$ cat config.mk
export PLATFORM = sky130hd
export DESIGN_NAME = frame_stack_mean_median_rms
export DESIGN_NICKNAME = d
export VERILOG_FILES = /design/src/hdl/fsmmr_pkg.sv /design/src/hdl/frame_stack_mean_median_rms.sv /design/src/hdl/fsmmr_div.sv /design/src/hdl/fsmmr_sqrt.sv
export SDC_FILE = /design/constraint.sdc
export NUM_CORES = 2
export LEC_CHECK = 0
export ABC_AREA = 1
export CORE_ASPECT_RATIO = 1.5
export CORE_MARGIN = 4
export CORE_UTILIZATION = 45
export DETAILED_ROUTE_END_ITERATION = 8
export DONT_BUFFER_PORTS = 1
export SLEW_MARGIN = 5
export SYNTH_ARGS = -nofsm -noshare
export SYNTH_HDL_FRONTEND = slang
export SYNTH_SLANG_ARGS = --single-unit
export TNS_END_PERCENT = 10
$ cat constraint.sdc
create_clock -name aclk -period 33.2 [get_ports aclk]
set_input_delay 6.64 -clock aclk [delete_from_list [all_inputs] [get_ports aclk]]
set_output_delay 6.64 -clock aclk [all_outputs]
set_load 0.02 [all_outputs]
$ cat src/hdl/fsmmr_pkg.sv
// ============================================================================
// fsmmr_pkg
// Shared widths, constants and register indexes for the frame stacking block.
// ============================================================================
package fsmmr_pkg;

    localparam int SAMPLE_W       = 20;  // signed input sample
    localparam int COADD_W        = 28;  // signed Q20.8 coadded value
    localparam int RMS_W          = 29;  // unsigned Q21.8 RMS value
    localparam int SQ_W           = 58;  // width of a squared deviation
    localparam int FRAC_W         = 8;   // fraction bits of the outputs
    localparam int MAX_FRAMES_DEF = 64;

    localparam int S_TDATA_W = 24;
    localparam int M_TDATA_W = 64;
    localparam int M_TUSER_W = 1;
    localparam int CFG_IDX_W = 8;
    localparam int CFG_DAT_W = 1;

    localparam logic [CFG_IDX_W-1:0] REG_USE_MEDIAN = 8'd0;
    localparam logic [CFG_IDX_W-1:0] REG_RMS_ENABLE = 8'd1;

endpackage

$ cat src/hdl/frame_stack_mean_median_rms.sv
// ============================================================================
// frame_stack_mean_median_rms
// Coadds one pixel's samples across the frames of a cube: mean or median,
// with an optional RMS deviation, in Q20.8 fixed point.
// ============================================================================
// Each input beat carries one frame's sample of the current pixel; tlast marks
// the final frame. A beat without tlast is stored and the block is ready
// again on the next cycle. Up to MAX_FRAMES samples are kept in an internal
// memory; further samples are dropped and the overflow flag in tuser of the
// result is raised. The tlast beat starts the sequencer, which holds s_tready
// low until the result beat has been taken. With the mean selected, a shared
// restoring divider divides the scaled sum by the count. The median is found by
// selection over the memory, one entry read per cycle: each candidate is
// counted against every stored sample, and an even count needs two passes.
// The RMS path adds the squared deviation sweep through the multiplier, the
// divider again, and the square root unit. Configuration writes take effect
// at once and are meant for when the block is idle.
// ============================================================================
module frame_stack_mean_median_rms #(
    parameter int MAX_FRAMES = fsmmr_pkg::MAX_FRAMES_DEF
) (
    input  logic                            aclk,
    input  logic                            aresetn,
    // s_tdata: [19:0] sample
    input  logic                            s_tvalid,
    output logic                            s_tready,
    input  logic [fsmmr_pkg::S_TDATA_W-1:0] s_tdata,
    input  logic                            s_tlast,
    // m_tdata: [27:0] coadded_value, [56:28] rms_value, rest zero
    output logic                            m_tvalid,
    input  logic                            m_tready,
    output logic [fsmmr_pkg::M_TDATA_W-1:0] m_tdata,
    // m_tuser: [0] overflow
    output logic [fsmmr_pkg::M_TUSER_W-1:0] m_tuser,
    input  logic                            cfg_wr_en,
    input  logic [fsmmr_pkg::CFG_IDX_W-1:0] cfg_index,
    input  logic [fsmmr_pkg::CFG_DAT_W-1:0] cfg_data
);
    import fsmmr_pkg::*;

    localparam int CNT_W  = $clog2(MAX_FRAMES + 1);
    localparam int ADDR_W = (MAX_FRAMES > 1) ? $clog2(MAX_FRAMES) : 1;
    localparam int SUM_W  = SAMPLE_W + CNT_W;
    localparam int ACC_W  = SQ_W + CNT_W;
    localparam int DIFF_W = COADD_W + 1;

    typedef enum logic [3:0] {
        S_IDLE, S_MEAN, S_SEL_CAND, S_SEL_WAIT, S_SEL_SCAN, S_SEL_EVAL,
        S_RMS_SCAN, S_RMS_DIV, S_SQRT, S_OUT
    } state_t;

    state_t                      state_reg, state_next;
    logic                        use_median_reg, use_median_next;
    logic                        rms_en_reg, rms_en_next;
    logic [CNT_W-1:0]            cnt_reg, cnt_next;
    logic signed [SUM_W-1:0]     sum_reg, sum_next;
    logic                        ovf_reg, ovf_next;
    logic [CNT_W-1:0]            n_reg, n_next;
    logic                        ovf_out_reg, ovf_out_next;
    logic signed [COADD_W-1:0]   c_reg, c_next;
    logic [RMS_W-1:0]            rms_reg, rms_next;
    logic [CNT_W-1:0]            idx_reg, idx_next;
    logic [CNT_W-1:0]            o_reg, o_next;
    logic                        rd_vld_reg, rd_vld_next;
    logic signed [SAMPLE_W-1:0]  cand_reg, cand_next;
    logic signed [SAMPLE_W-1:0]  lowmid_reg, lowmid_next;
    logic [CNT_W-1:0]            lt_reg, lt_next;
    logic [CNT_W-1:0]            le_reg, le_next;
    logic [CNT_W-1:0]            k_reg, k_next;
    logic                        second_reg, second_next;
    logic                        pair_reg, pair_next;
    logic                        neg_reg, neg_next;
    logic [DIFF_W-1:0]           ad_reg, ad_next;
    logic                        ad_vld_reg, ad_vld_next;
    logic [SQ_W-1:0]             prod_reg, prod_next;
    logic                        prod_vld_reg, prod_vld_next;
    logic [ACC_W-1:0]            acc_reg, acc_next;
    logic                        m_tvalid_reg, m_tvalid_next;

    // Sample memory, one write and one registered read port.
    logic signed [SAMPLE_W-1:0]  mem [MAX_FRAMES];
    logic signed [SAMPLE_W-1:0]  rd_q_reg;
    logic [ADDR_W-1:0]           rd_addr;
    logic                        mem_we;

    logic                        s_accept;
    logic                        store_ok;
    logic signed [SAMPLE_W-1:0]  s_sample;
    logic [CNT_W-1:0]            cnt_after;
    logic signed [SUM_W-1:0]     sum_after;
    logic [SUM_W-1:0]            sum_abs;

    logic                        div_start;
    logic [ACC_W-1:0]            div_dvd;
    logic [CNT_W-1:0]            div_dvs;
    logic                        div_done;
    logic [ACC_W-1:0]            div_quo;
    logic                        sqrt_start;
    logic                        sqrt_done;
    logic [RMS_W-1:0]            sqrt_root;

    logic [COADD_W-1:0]          mean_mag;
    logic signed [SAMPLE_W:0]    mid_sum;
    logic signed [DIFF_W-1:0]    diff;
    logic                        sel_hit;

    assign s_sample  = signed'(s_tdata[SAMPLE_W-1:0]);
    assign s_accept  = s_tvalid && s_tready;
    assign store_ok  = cnt_reg < CNT_W'(MAX_FRAMES);
    assign cnt_after = store_ok ? cnt_reg + 1'b1 : cnt_reg;
    assign sum_after = store_ok ? sum_reg + SUM_W'(s_sample) : sum_reg;
    assign sum_abs   = sum_after[SUM_W-1] ? -sum_after : sum_after;
    assign mem_we    = s_accept && store_ok;
    assign rd_addr   = (state_reg == S_SEL_CAND) ? o_reg[ADDR_W-1:0]
                                                 : idx_reg[ADDR_W-1:0];

    assign mean_mag  = div_quo[COADD_W-1:0];
    assign mid_sum   = (SAMPLE_W+1)'(lowmid_reg) + (SAMPLE_W+1)'(cand_reg);
    // The scaled sample is sign extended before the coadded value is taken off.
    assign diff      = DIFF_W'(signed'({rd_q_reg, {FRAC_W{1'b0}}})) - DIFF_W'(c_reg);
    assign sel_hit   = (lt_reg <= k_reg) && (k_reg < le_reg);

    always_ff @(posedge aclk) begin
        if (mem_we) begin
            mem[cnt_reg[ADDR_W-1:0]] <= s_sample;
        end
        rd_q_reg <= mem[rd_addr];
    end

    always_comb begin
        state_next      = state_reg;
        use_median_next = use_median_reg;
        rms_en_next     = rms_en_reg;
        cnt_next        = cnt_reg;
        sum_next        = sum_reg;
        ovf_next        = ovf_reg;
        n_next          = n_reg;
        ovf_out_next    = ovf_out_reg;
        c_next          = c_reg;
        rms_next        = rms_reg;
        idx_next        = idx_reg;
        o_next          = o_reg;
        rd_vld_next     = 1'b0;
        cand_next       = cand_reg;
        lowmid_next     = lowmid_reg;
        lt_next         = lt_reg;
        le_next         = le_reg;
        k_next          = k_reg;
        second_next     = second_reg;
        pair_next       = pair_reg;
        neg_next        = neg_reg;
        ad_next         = ad_reg;
        ad_vld_next     = 1'b0;
        prod_next       = ad_reg * ad_reg;
        prod_vld_next   = 1'b0;
        acc_next        = acc_reg;
        m_tvalid_next   = m_tvalid_reg;
        div_start       = 1'b0;
        div_dvd         = ACC_W'({sum_abs, {FRAC_W{1'b0}}});
        div_dvs         = cnt_after;
        sqrt_start      = 1'b0;

        if (cfg_wr_en) begin
            case (cfg_index)
                REG_USE_MEDIAN: use_median_next = cfg_data[0];
                REG_RMS_ENABLE: rms_en_next     = cfg_data[0];
                default: ;
            endcase
        end

        case (state_reg)
            S_IDLE: begin
                if (s_accept) begin
                    if (!s_tlast) begin
                        cnt_next = cnt_after;
                        sum_next = sum_after;
                        ovf_next = ovf_reg || !store_ok;
                    end else begin
                        n_next       = cnt_after;
                        ovf_out_next = ovf_reg || !store_ok;
                        rms_next     = '0;
                        cnt_next     = '0;
                        sum_next     = '0;
                        ovf_next     = 1'b0;
                        if (use_median_reg) begin
                            // Odd count: one pass for the middle rank.
                            // Even count: the lower middle first, then the upper.
                            k_next      = (cnt_after - 1'b1) >> 1;
                            second_next = !cnt_after[0];
                            pair_next   = !cnt_after[0];
                            o_next      = '0;
                            state_next  = S_SEL_CAND;
                        end else begin
                            neg_next   = sum_after[SUM_W-1];
                            div_start  = 1'b1;
                            state_next = S_MEAN;
                        end
                    end
                end
            end
            S_MEAN: begin
                if (div_done) begin
                    c_next = neg_reg ? -signed'(mean_mag) : signed'(mean_mag);
                    if (rms_en_reg) begin
                        idx_next   = '0;
                        acc_next   = '0;
                        state_next = S_RMS_SCAN;
                    end else begin
                        m_tvalid_next = 1'b1;
                        state_next    = S_OUT;
                    end
                end
            end
            S_SEL_CAND: begin
                state_next = S_SEL_WAIT;
            end
            S_SEL_WAIT: begin
                cand_next  = rd_q_reg;
                idx_next   = '0;
                lt_next    = '0;
                le_next    = '0;
                state_next = S_SEL_SCAN;
            end
            S_SEL_SCAN: begin
                if (idx_reg < n_reg) begin
                    idx_next    = idx_reg + 1'b1;
                    rd_vld_next = 1'b1;
                end
                if (rd_vld_reg) begin
                    lt_next = lt_reg + CNT_W'(rd_q_reg < cand_reg);
                    le_next = le_reg + CNT_W'(rd_q_reg <= cand_reg);
                end else if (idx_reg == n_reg) begin
                    state_next = S_SEL_EVAL;
                end
            end
            S_SEL_EVAL: begin
                if (!sel_hit) begin
                    o_next     = o_reg + 1'b1;
                    state_next = S_SEL_CAND;
                end else if (second_reg) begin
                    lowmid_next = cand_reg;
                    second_next = 1'b0;
                    k_next      = k_reg + 1'b1;
                    o_next      = '0;
                    state_next  = S_SEL_CAND;
                end else begin
                    c_next = pair_reg ? COADD_W'({mid_sum, 7'b0})
                                      : COADD_W'({cand_reg, {FRAC_W{1'b0}}});
                    if (rms_en_reg) begin
                        idx_next   = '0;
                        acc_next   = '0;
                        state_next = S_RMS_SCAN;
                    end else begin
                        m_tvalid_next = 1'b1;
                        state_next    = S_OUT;
                    end
                end
            end
            S_RMS_SCAN: begin
                // Read, absolute deviation, square and accumulate stages.
                if (idx_reg < n_reg) begin
                    idx_next    = idx_reg + 1'b1;
                    rd_vld_next = 1'b1;
                end
                ad_next       = diff[DIFF_W-1] ? -diff : diff;
                ad_vld_next   = rd_vld_reg;
                prod_vld_next = ad_vld_reg;
                if (prod_vld_reg) begin
                    acc_next = acc_reg + ACC_W'(prod_reg);
                end
                if (idx_reg == n_reg && !rd_vld_reg && !ad_vld_reg && !prod_vld_reg) begin
                    div_start  = 1'b1;
                    div_dvd    = acc_reg;
                    div_dvs    = n_reg;
                    state_next = S_RMS_DIV;
                end
            end
            S_RMS_DIV: begin
                if (div_done) begin
                    sqrt_start = 1'b1;
                    state_next = S_SQRT;
                end
            end
            S_SQRT: begin
                if (sqrt_done) begin
                    rms_next      = sqrt_root;
                    m_tvalid_next = 1'b1;
                    state_next    = S_OUT;
                end
            end
            S_OUT: begin
                if (m_tready) begin
                    m_tvalid_next = 1'b0;
                    state_next    = S_IDLE;
                end
            end
            default: state_next = S_IDLE;
        endcase
    end

    always_ff @(posedge aclk) begin
        if (!aresetn) begin
            state_reg      <= S_IDLE;
            use_median_reg <= 1'b0;
            rms_en_reg     <= 1'b0;
            cnt_reg        <= '0;
            sum_reg        <= '0;
            ovf_reg        <= 1'b0;
            rd_vld_reg     <= 1'b0;
            ad_vld_reg     <= 1'b0;
            prod_vld_reg   <= 1'b0;
            m_tvalid_reg   <= 1'b0;
        end else begin
            state_reg      <= state_next;
            use_median_reg <= use_median_next;
            rms_en_reg     <= rms_en_next;
            cnt_reg        <= cnt_next;
            sum_reg        <= sum_next;
            ovf_reg        <= ovf_next;
            rd_vld_reg     <= rd_vld_next;
            ad_vld_reg     <= ad_vld_next;
            prod_vld_reg   <= prod_vld_next;
            m_tvalid_reg   <= m_tvalid_next;
        end
        n_reg       <= n_next;
        ovf_out_reg <= ovf_out_next;
        c_reg       <= c_next;
        rms_reg     <= rms_next;
        idx_reg     <= idx_next;
        o_reg       <= o_next;
        cand_reg    <= cand_next;
        lowmid_reg  <= lowmid_next;
        lt_reg      <= lt_next;
        le_reg      <= le_next;
        k_reg       <= k_next;
        second_reg  <= second_next;
        pair_reg    <= pair_next;
        neg_reg     <= neg_next;
        ad_reg      <= ad_next;
        prod_reg    <= prod_next;
        acc_reg     <= acc_next;
    end

    fsmmr_div #(
        .DVD_W(ACC_W),
        .DVS_W(CNT_W)
    ) u_div (
        .aclk     (aclk),
        .aresetn  (aresetn),
        .start    (div_start),
        .dividend (div_dvd),
        .divisor  (div_dvs),
        .done     (div_done),
        .quotient (div_quo)
    );

    fsmmr_sqrt u_sqrt (
        .aclk     (aclk),
        .aresetn  (aresetn),
        .start    (sqrt_start),
        .radicand (div_quo[SQ_W-1:0]),
        .done     (sqrt_done),
        .root     (sqrt_root)
    );

    assign s_tready = (state_reg == S_IDLE);
    assign m_tvalid = m_tvalid_reg;
    assign m_tdata  = M_TDATA_W'({rms_reg, c_reg});
    assign m_tuser  = ovf_out_reg;
endmodule

$ cat src/hdl/fsmmr_div.sv
// ============================================================================
// fsmmr_div
// Restoring unsigned divider, one quotient bit per cycle.
// ============================================================================
module fsmmr_div #(
    parameter int DVD_W = 68,
    parameter int DVS_W = 7
) (
    input  logic             aclk,
    input  logic             aresetn,
    input  logic             start,
    input  logic [DVD_W-1:0] dividend,
    input  logic [DVS_W-1:0] divisor,
    output logic             done,
    output logic [DVD_W-1:0] quotient
);
    localparam int STEP_W = $clog2(DVD_W + 1);

    logic             busy_reg;
    logic             done_reg;
    logic [STEP_W-1:0] step_reg;
    logic [DVS_W-1:0] rem_reg;
    logic [DVS_W-1:0] dvs_reg;
    logic [DVD_W-1:0] quo_reg;

    logic [DVS_W:0]   shifted;
    logic [DVS_W:0]   diff;
    logic             ge;

    assign shifted = {rem_reg, quo_reg[DVD_W-1]};
    assign ge      = shifted >= {1'b0, dvs_reg};
    assign diff    = shifted - {1'b0, dvs_reg};

    always_ff @(posedge aclk) begin
        if (!aresetn) begin
            busy_reg <= 1'b0;
            done_reg <= 1'b0;
        end else begin
            done_reg <= 1'b0;
            if (start) begin
                busy_reg <= 1'b1;
                step_reg <= '0;
                rem_reg  <= '0;
                quo_reg  <= dividend;
                dvs_reg  <= divisor;
            end else if (busy_reg) begin
                rem_reg  <= ge ? diff[DVS_W-1:0] : shifted[DVS_W-1:0];
                quo_reg  <= {quo_reg[DVD_W-2:0], ge};
                step_reg <= step_reg + 1'b1;
                if (step_reg == STEP_W'(DVD_W - 1)) begin
                    busy_reg <= 1'b0;
                    done_reg <= 1'b1;
                end
            end
        end
    end

    assign done     = done_reg;
    assign quotient = quo_reg;
endmodule

$ cat src/hdl/fsmmr_sqrt.sv
// ============================================================================
// fsmmr_sqrt
// Digit-by-digit integer square root, one result bit per cycle.
// ============================================================================
module fsmmr_sqrt (
    input  logic                        aclk,
    input  logic                        aresetn,
    input  logic                        start,
    input  logic [fsmmr_pkg::SQ_W-1:0]  radicand,
    output logic                        done,
    output logic [fsmmr_pkg::RMS_W-1:0] root
);
    import fsmmr_pkg::*;

    localparam int STEP_W = $clog2(RMS_W + 1);

    logic              busy_reg;
    logic              done_reg;
    logic [STEP_W-1:0] step_reg;
    logic [RMS_W+1:0]  rem_reg;
    logic [SQ_W-1:0]   val_reg;
    logic [RMS_W-1:0]  root_reg;

    logic [RMS_W+1:0]  shifted;
    logic [RMS_W+1:0]  trial;
    logic              ge;

    assign shifted = {rem_reg[RMS_W-1:0], val_reg[SQ_W-1:SQ_W-2]};
    assign trial   = {root_reg, 2'b01};
    assign ge      = shifted >= trial;

    always_ff @(posedge aclk) begin
        if (!aresetn) begin
            busy_reg <= 1'b0;
            done_reg <= 1'b0;
        end else begin
            done_reg <= 1'b0;
            if (start) begin
                busy_reg <= 1'b1;
                step_reg <= '0;
                rem_reg  <= '0;
                val_reg  <= radicand;
                root_reg <= '0;
            end else if (busy_reg) begin
                rem_reg  <= ge ? (shifted - trial) : shifted;
                val_reg  <= {val_reg[SQ_W-3:0], 2'b00};
                root_reg <= {root_reg[RMS_W-2:0], ge};
                step_reg <= step_reg + 1'b1;
                if (step_reg == STEP_W'(RMS_W - 1)) begin
                    busy_reg <= 1'b0;
                    done_reg <= 1'b1;
                end
            end
        end
    end

    assign done = done_reg;
    assign root = root_reg;
endmodule

---- After elaboration in Yosys (flattened, before gate mapping) ----
Memories as Yosys holds them, arrays and structs flattened. A register that Yosys moved wholly into a read port is not among the register bits.
Cells that the tools add are included.
cells by class
  bitwise gates (word level) .............. 4
  reductions and logical operators ........ 48
  multiplexer cells ....................... 105
  add/sub/neg operators ................... 18
  $mul .................................... 1
  eq/ne operators ......................... 30
  magnitude comparators ................... 8
operators by type and width
  kind                                                            count
  65-bit two-way mux                                              9
  65-bit case mux with 3 select lines                             1
  29-bit two-way mux                                              6
  28-bit two-way mux                                              6
  7-bit two-way mux                                               24
  58-bit two-way mux                                              2
  27-bit two-way mux                                              3
  65-bit by 58-bit adder with 65-bit output                       1
  29-bit by 29-bit multiplier with 58-bit output                  1
  29-bit case mux with 2 select lines                             1
  28-bit case mux with 2 select lines                             1
  7-bit case mux with 2 select lines                              4
  4-bit two-way mux                                               12
  4-bit case mux with 10 select lines                             1
  7-bit by 1-bit adder with 7-bit output (second input constant)  5
  31-bit >= comparator                                            1
  29-bit negator                                                  1
  28-bit by 28-bit subtractor with 29-bit output                  1
  29-bit subtractor                                               1
  1-bit two-way mux                                               28
  28-bit negator                                                  1
  7-bit case mux with 4 select lines                              1
  27-bit by 20-bit adder with 27-bit output                       1
  27-bit negator                                                  1
  44 further kinds                                                101
word-level totals
  memories ................................ 1
  flip-flop bits (word level) ............. 551
  bits of input ports ..................... 39
  memory bits (writable) .................. 1280
  logic and storage cells ................. 255
  output and inout port bits .............. 67
memories
  memory  depth  width  rd ports  clocked after Yosys merged registers in  write ports  RTL line                           source
  mem     64     20     1         1                                        1            frame_stack_mean_median_rms.sv:81  logic signed [SAMPLE_W-1:0] mem [MAX_FRAMES];

---- Logic depth before layout (Yosys ltp) ----
  word-level depth ........................ 8
  mapped depth ............................ 35
  gate-level depth less buffers ........... 33

---- Modules after synthesis ----
Synthesis repeated with hierarchy kept, for this count alone.
unflattened totals
  cells, all modules ...................... 11421
  area total of the unflattened synthesis .. 111654.6 µm²
by module, submodules not included
  module                       area an instance (µm²)  instances  seq. area each (µm²)  cells each
  frame_stack_mean_median_rms  99873.3                 1          47966.0               9958
  fsmmr_sqrt                   7596.0                  1          3673.5                1015
  fsmmr_div                    4185.3                  1          2622.5                448

---- Worst setup path after synthesis ----
Ideal clock, no wire load.
  path kind ............................... input-to-reg
  start ................................... in aresetn
  end ..................................... reg u_sqrt.rem_reg[0] (enable)
  path buffers ............................ 0
  library setup time ...................... 771 ps
  stages .................................. 2
  required time ........................... 32429 ps
  setup slack ............................. 17092 ps
  arrival time ............................ 15337 ps
  cells stage by stage .................... clkinv_1 > o21ai_0
on the way
  word-level cells in the longest chain between the ends .. 1
ends and longest elaborated chain
  what                                  RTL line                           source
  from (decl)                           frame_stack_mean_median_rms.sv:23  input logic aresetn,
  2-bit AND reduction (no source line)  --
  to (signal assigned)                  fsmmr_sqrt.sv:45                   rem_reg <= ge ? (shifted - trial) : shifted;
  to (decl)                             fsmmr_sqrt.sv:20                   logic [RMS_W+1:0] rem_reg;
No other way between the ends.
A chain may end at the register's enable or synchronous reset.

---- Worst setup path in the final report ----
  start ................................... in s_tdata[0] (netlist bit)
  end ..................................... reg u_div.quo_reg[32], in the netlist u_div.quotient[32], data pin
on the way
  word-level cells in the longest chain between the ends .. 7
ends and longest elaborated chain
  what                                           RTL line                            source
  from (decl)                                    frame_stack_mean_median_rms.sv:27   input logic [fsmmr_pkg::S_TDATA_W-1:0] s_tdata,
  27-bit by 20-bit adder with 27-bit output (*)  frame_stack_mean_median_rms.sv:111  assign sum_after = store_ok ? sum_reg + SUM_W'(s_sample) : sum_reg;
  27-bit two-way mux (*)                         frame_stack_mean_median_rms.sv:111
  27-bit negator                                 frame_stack_mean_median_rms.sv:112  assign sum_abs = sum_after[SUM_W-1] ? -sum_after : sum_after;
  27-bit two-way mux (*)                         frame_stack_mean_median_rms.sv:112
  65-bit two-way mux                             frame_stack_mean_median_rms.sv:271  if (idx_reg == n_reg && !rd_vld_reg && !ad_vld_reg && !prod_vld_reg) begin
  65-bit two-way mux (*)                         frame_stack_mean_median_rms.sv:171  case (state_reg)
  65-bit two-way mux (*)                         fsmmr_div.sv:40                     if (start) begin
  to (signal assigned)                           fsmmr_div.sv:44                     quo_reg <= dividend;
  to (signal assigned)                           fsmmr_div.sv:48                     quo_reg <= {quo_reg[DVD_W-2:0], ge};
  to (decl)                                      fsmmr_div.sv:24                     logic [DVD_W-1:0] quo_reg;
Every way passes the cells marked *; elsewhere a longest branch is shown, timed or not.

==> Implementation_results.wiki <==
{| class="wikitable"
! Metric !! Value
|-
| Port bufs || 0
|-
| Clock tree from TritonCTS || done
|-
| HPWL after detailed placement || 214.0 mm
|-
| Cell taking the most area after synthesis || edfxtp_1
|-
| Transition time at the pin with the least slew margin || 1238 ps
|-
| Wire length on met3 || 16.68 mm
|-
| Instance count of the mapped netlist || 10850
|-
| Max FO, Critical Path || 65
|-
| Tcrit/Tclk final || 28.83%
|-
| Number of distinct library cells after synthesis || 73
|-
| CP startpoint || s_tdata[0]
|-
| Detailed-route via count || a little under 80000
|-
| Per-cell via count in the routed design || 5.550
|-
| Status || complete, no violations
|-
| Data required time at the worst endpoint || approximately 34000 ps
|-
| Min-delay worst type || register to register
|-
| Overflow left after global routing || 0
|-
| Minimum period implied by the final worst setup slack || between 9000 and 10000 ps
|-
| Area growth from synthesis to final layout || 9.075%
|-
| Launching element type of the critical path || input port
|-
| Routed length per instance || 21.96 um
|-
| Power density over cell area || 45.53 nW/um^2
|-
| Worst reg2reg startpoint || ad_reg[11]
|-
| Layout cell share with drive strength beyond 1 || 5.739%
|-
| Area fraction of the dominant cell type after synthesis || 47.25%
|-
| Skew-Pair Late Insertion Delay || 840 ps
|-
| Layout Nets || 11890
|-
| Most common cell after layout, fill and taps aside || edfxtp_1
|-
| Worst clock skew || 49.04 ps
|-
| Kind of critical path || input port to register
|-
| Setup repair after global routing missed its margin || false
|-
| WP data arrival || 10150 ps
|-
| Global-route wire length before repair || between 400 and 500 mm
|-
| Count of flip-flops with a built-in enable after synthesis || between 1500 and 2000
|-
| Synth Area per Inst || 10.09 um^2
|-
| Final hold viol count || 0
|-
| Worst slew slack as a fraction of its limit || 17.40%
|-
| Achievable Freq || 0.1045 GHz
|-
| Most frequent cells in the layout || edfxtp_1 (1723), inv_1 (1644), nand2_1 (1509)
|-
| Sequential cell area fraction in the yosys report || 49.55%
|-
| Die Height || between 600 and 700 um
|-
| Boundary pin count || 106
|-
| Number of detailed-routing iterations run before antenna repair || 8
|-
| Number of fillers in the final layout || roughly 22000
|-
| Effective utilization at floorplan || 45.26%
|-
| Area of the mapped netlist || around 110000 um^2
|-
| FP Rows || 221
|-
| Total routing usage reported by global routing || 24.45%
|-
| Maximum level of the CTS H-tree || 4
|-
| Core region area || 242000 um^2
|-
| Master cell of the clock root buffer || clkbuf_16
|-
| Final slew viol count || 0
|-
| Number of buffers inserted to repair setup after CTS || 0
|-
| Remaining number of nets flagged by the antenna check after routing || 0
|-
| Register-to-register setup slack || 25460 ps
|-
| P_leak || 48.82 nW
|-
| Warning count from the yosys run || 0
|-
| Number of antenna violations at the first check in global routing || 11
|-
| Maximum capacitance violations || 0
|-
| Hold Path Stages || 0
|-
| Worst vdd ir || 0.06149 mV
|-
| Routability congestion estimate from global placement || 0.9872
|-
| Total clock sinks || approximately 1800
|-
| Clock transition time at the flip-flop clock pins of the worst setup and hold paths || 60 ps
|-
| Pin count of the biggest net entering global routing || 215
|-
| Type of destination of the critical path || register
|-
| Total die area || 251500 um^2
|-
| Wire length the detailed router placed on met1 || 118.2 mm
|-
| Worst-case hold path end point || lowmid_reg[17]
|-
| Number of flip-flops under the largest register name || about 1300
|-
| Width of the die || 410.8 um
|-
| Terminus of the critical flop-to-flop path || prod_reg[42]
|-
| Worst Hold Margin || ~480 ps
|-
| Worst min-delay path startpoint || cand_reg[17]
|-
| Share of flip-flops with an asynchronous set or reset after synthesis || 0%
|-
| Setup TNS || 0 ps
|-
| Uppermost metal layer occupied by signal nets || met5
|-
| Iteration-0 DRC Markers || between 6000 and 7000
|-
| Total CTS buffers || 188
|-
| Dominant register cell in the synthesized netlist || edfxtp_1
|-
| Max Root-Sink Buffers || 3
|-
| Residual DRC || 0
|-
| Routed length on met2 || around 160 mm
|-
| Number of cells on the worst reg-to-reg path || 27
|-
| Post-synthesis register bit count || 1849
|-
| Number of global-route vias before repair || 79730
|-
| Cell types with the largest area share after synthesis || edfxtp_1 (47%), fa_1 (12%), inv_1 (5.6%), ha_1 (5.4%), nand2_1 (5.2%)
|-
| Number of gates resized after CTS || 0
|-
| Setup-failing EPs final || 0
|-
| Number of hold buffers added after cts || 0
|-
| Total Routed Length || just over 300 mm
|}
cells in the mapped netlist, types with 13 or more instances:
library cell,count
nand2_1,1511
o22ai_1,169
nor3_1,86
inv_1,1645
nor2_2,14
xnor2_1,57
a21oi_1,473
nand3_1,335
o21ai_1,43
dfxtp_1,126
buf_4,15
xor2_1,119
nor4_1,17
buf_2,70
nand2_2,13
o221ai_1,164
fa_1,653
o21ai_0,1032
edfxtp_1,1723
buf_1,40
o211ai_1,175
o21bai_1,34
a21o_1,20
o31ai_1,14
nand4_1,40
ha_1,469
or2_2,35
clkbuf_1,330
a31oi_1,52
inv_2,25
nor2_1,1215
o21a_1,18
logic make-up (layout without fill, tap and decap cells):
logic type | after synthesis | count (layout) | share of synthesized area [%]
other | 1 | 14 | 0.003425
adder cells (fa/ha/maj) | 1122 | 1122 | 17.30
buffers and inverters | 2141 | 2177 | 7.523
flip-flops | 1849 | 1849 | 49.55
AO/OA/AOI/OAI | 2243 | 2243 | 11.82
AND/OR/NAND/NOR | 3313 | 3313 | 12.32
XOR/XNOR | 180 | 180 | 1.477
final cells by class:
class                      count  area [um^2]  area share (%)
clock inverter               119         1344           1.125
inverter                    1677         6316           5.288
tap                         3233         4045           3.387
antenna                        7        17.52         0.01467
sequential                  1849        54260           45.43
multi-input combinational   6865        47290           39.59
timing repair buffer         152         1204           1.008
clock buffer                 229         4962           4.155
how the worst max path moves through the flow:
stage / endpoint / slack [ps] / depth (start not counted)
2_1_floorplan: u_sqrt.rem_reg[0] / 17090 / 2
3_3_place_gp: u_div.quotient[32] / 22770 / 22
5_1_grt: u_div.quotient[32] / 23380 / 22
6_report: u_div.quotient[32] / 23630 / 22
4_1_cts: u_div.quotient[32] / 23680 / 22
3_5_place_dp: u_div.quotient[32] / 22790 / 22
critical path, stage by stage:
cell	delay, ps
ha_1	250
fa_1	410
nand2_1	110
nand2_1	70
nand3_1	110
nand2_1	190
nand2_1	130
nand2_1	130
nand2_1	110
nand2_1	90
nand2_1	100
nand2_1	50
nand2_1	50
nand2_1	50
nand2_1	70
nand2_2	240
inv_2	450
nand2_1	210
nand3_1	130
nand3_1	280
nand2_1	160
nand2_1	50
through the flow:
step	instances	total power [W]	area [um^2]	setup slack (ps)	utilization (%)
3_3_place_gp	13780	0.003324	113100	22770	46.75
3_5_place_dp	13780	0.003328	113100	22790	46.75
6_report	14130	0.005438	119400	23630	49.37
4_1_cts	14120	0.005476	119400	23680	49.36
5_1_grt	14130	0.005633	119400	23380	49.36
2_1_floorplan	10860	0.003110	109500	17090	-
metal layers:
layer / track usage, % / up-vias
met3: 2.977 / 604
met5: 0 / -
met4: 10.82 / 2
met2: 44.37 / 2306
met1: 28.97 / 39080
li1: - / 36430
power by group:
part / total, W / switching [W] / leakage [nW] / internal [W]
sequential: 0.00270 / 0.0000736 / 16.4 / 0.00262
clock: 0.00216 / 0.000931 / 3.05 / 0.00123
combinational: 0.000579 / 0.000418 / 29.3 / 0.000162
total: 0.00544 / 0.00142 / 48.8 / 0.00402
(Power assumes the default switching activity.)
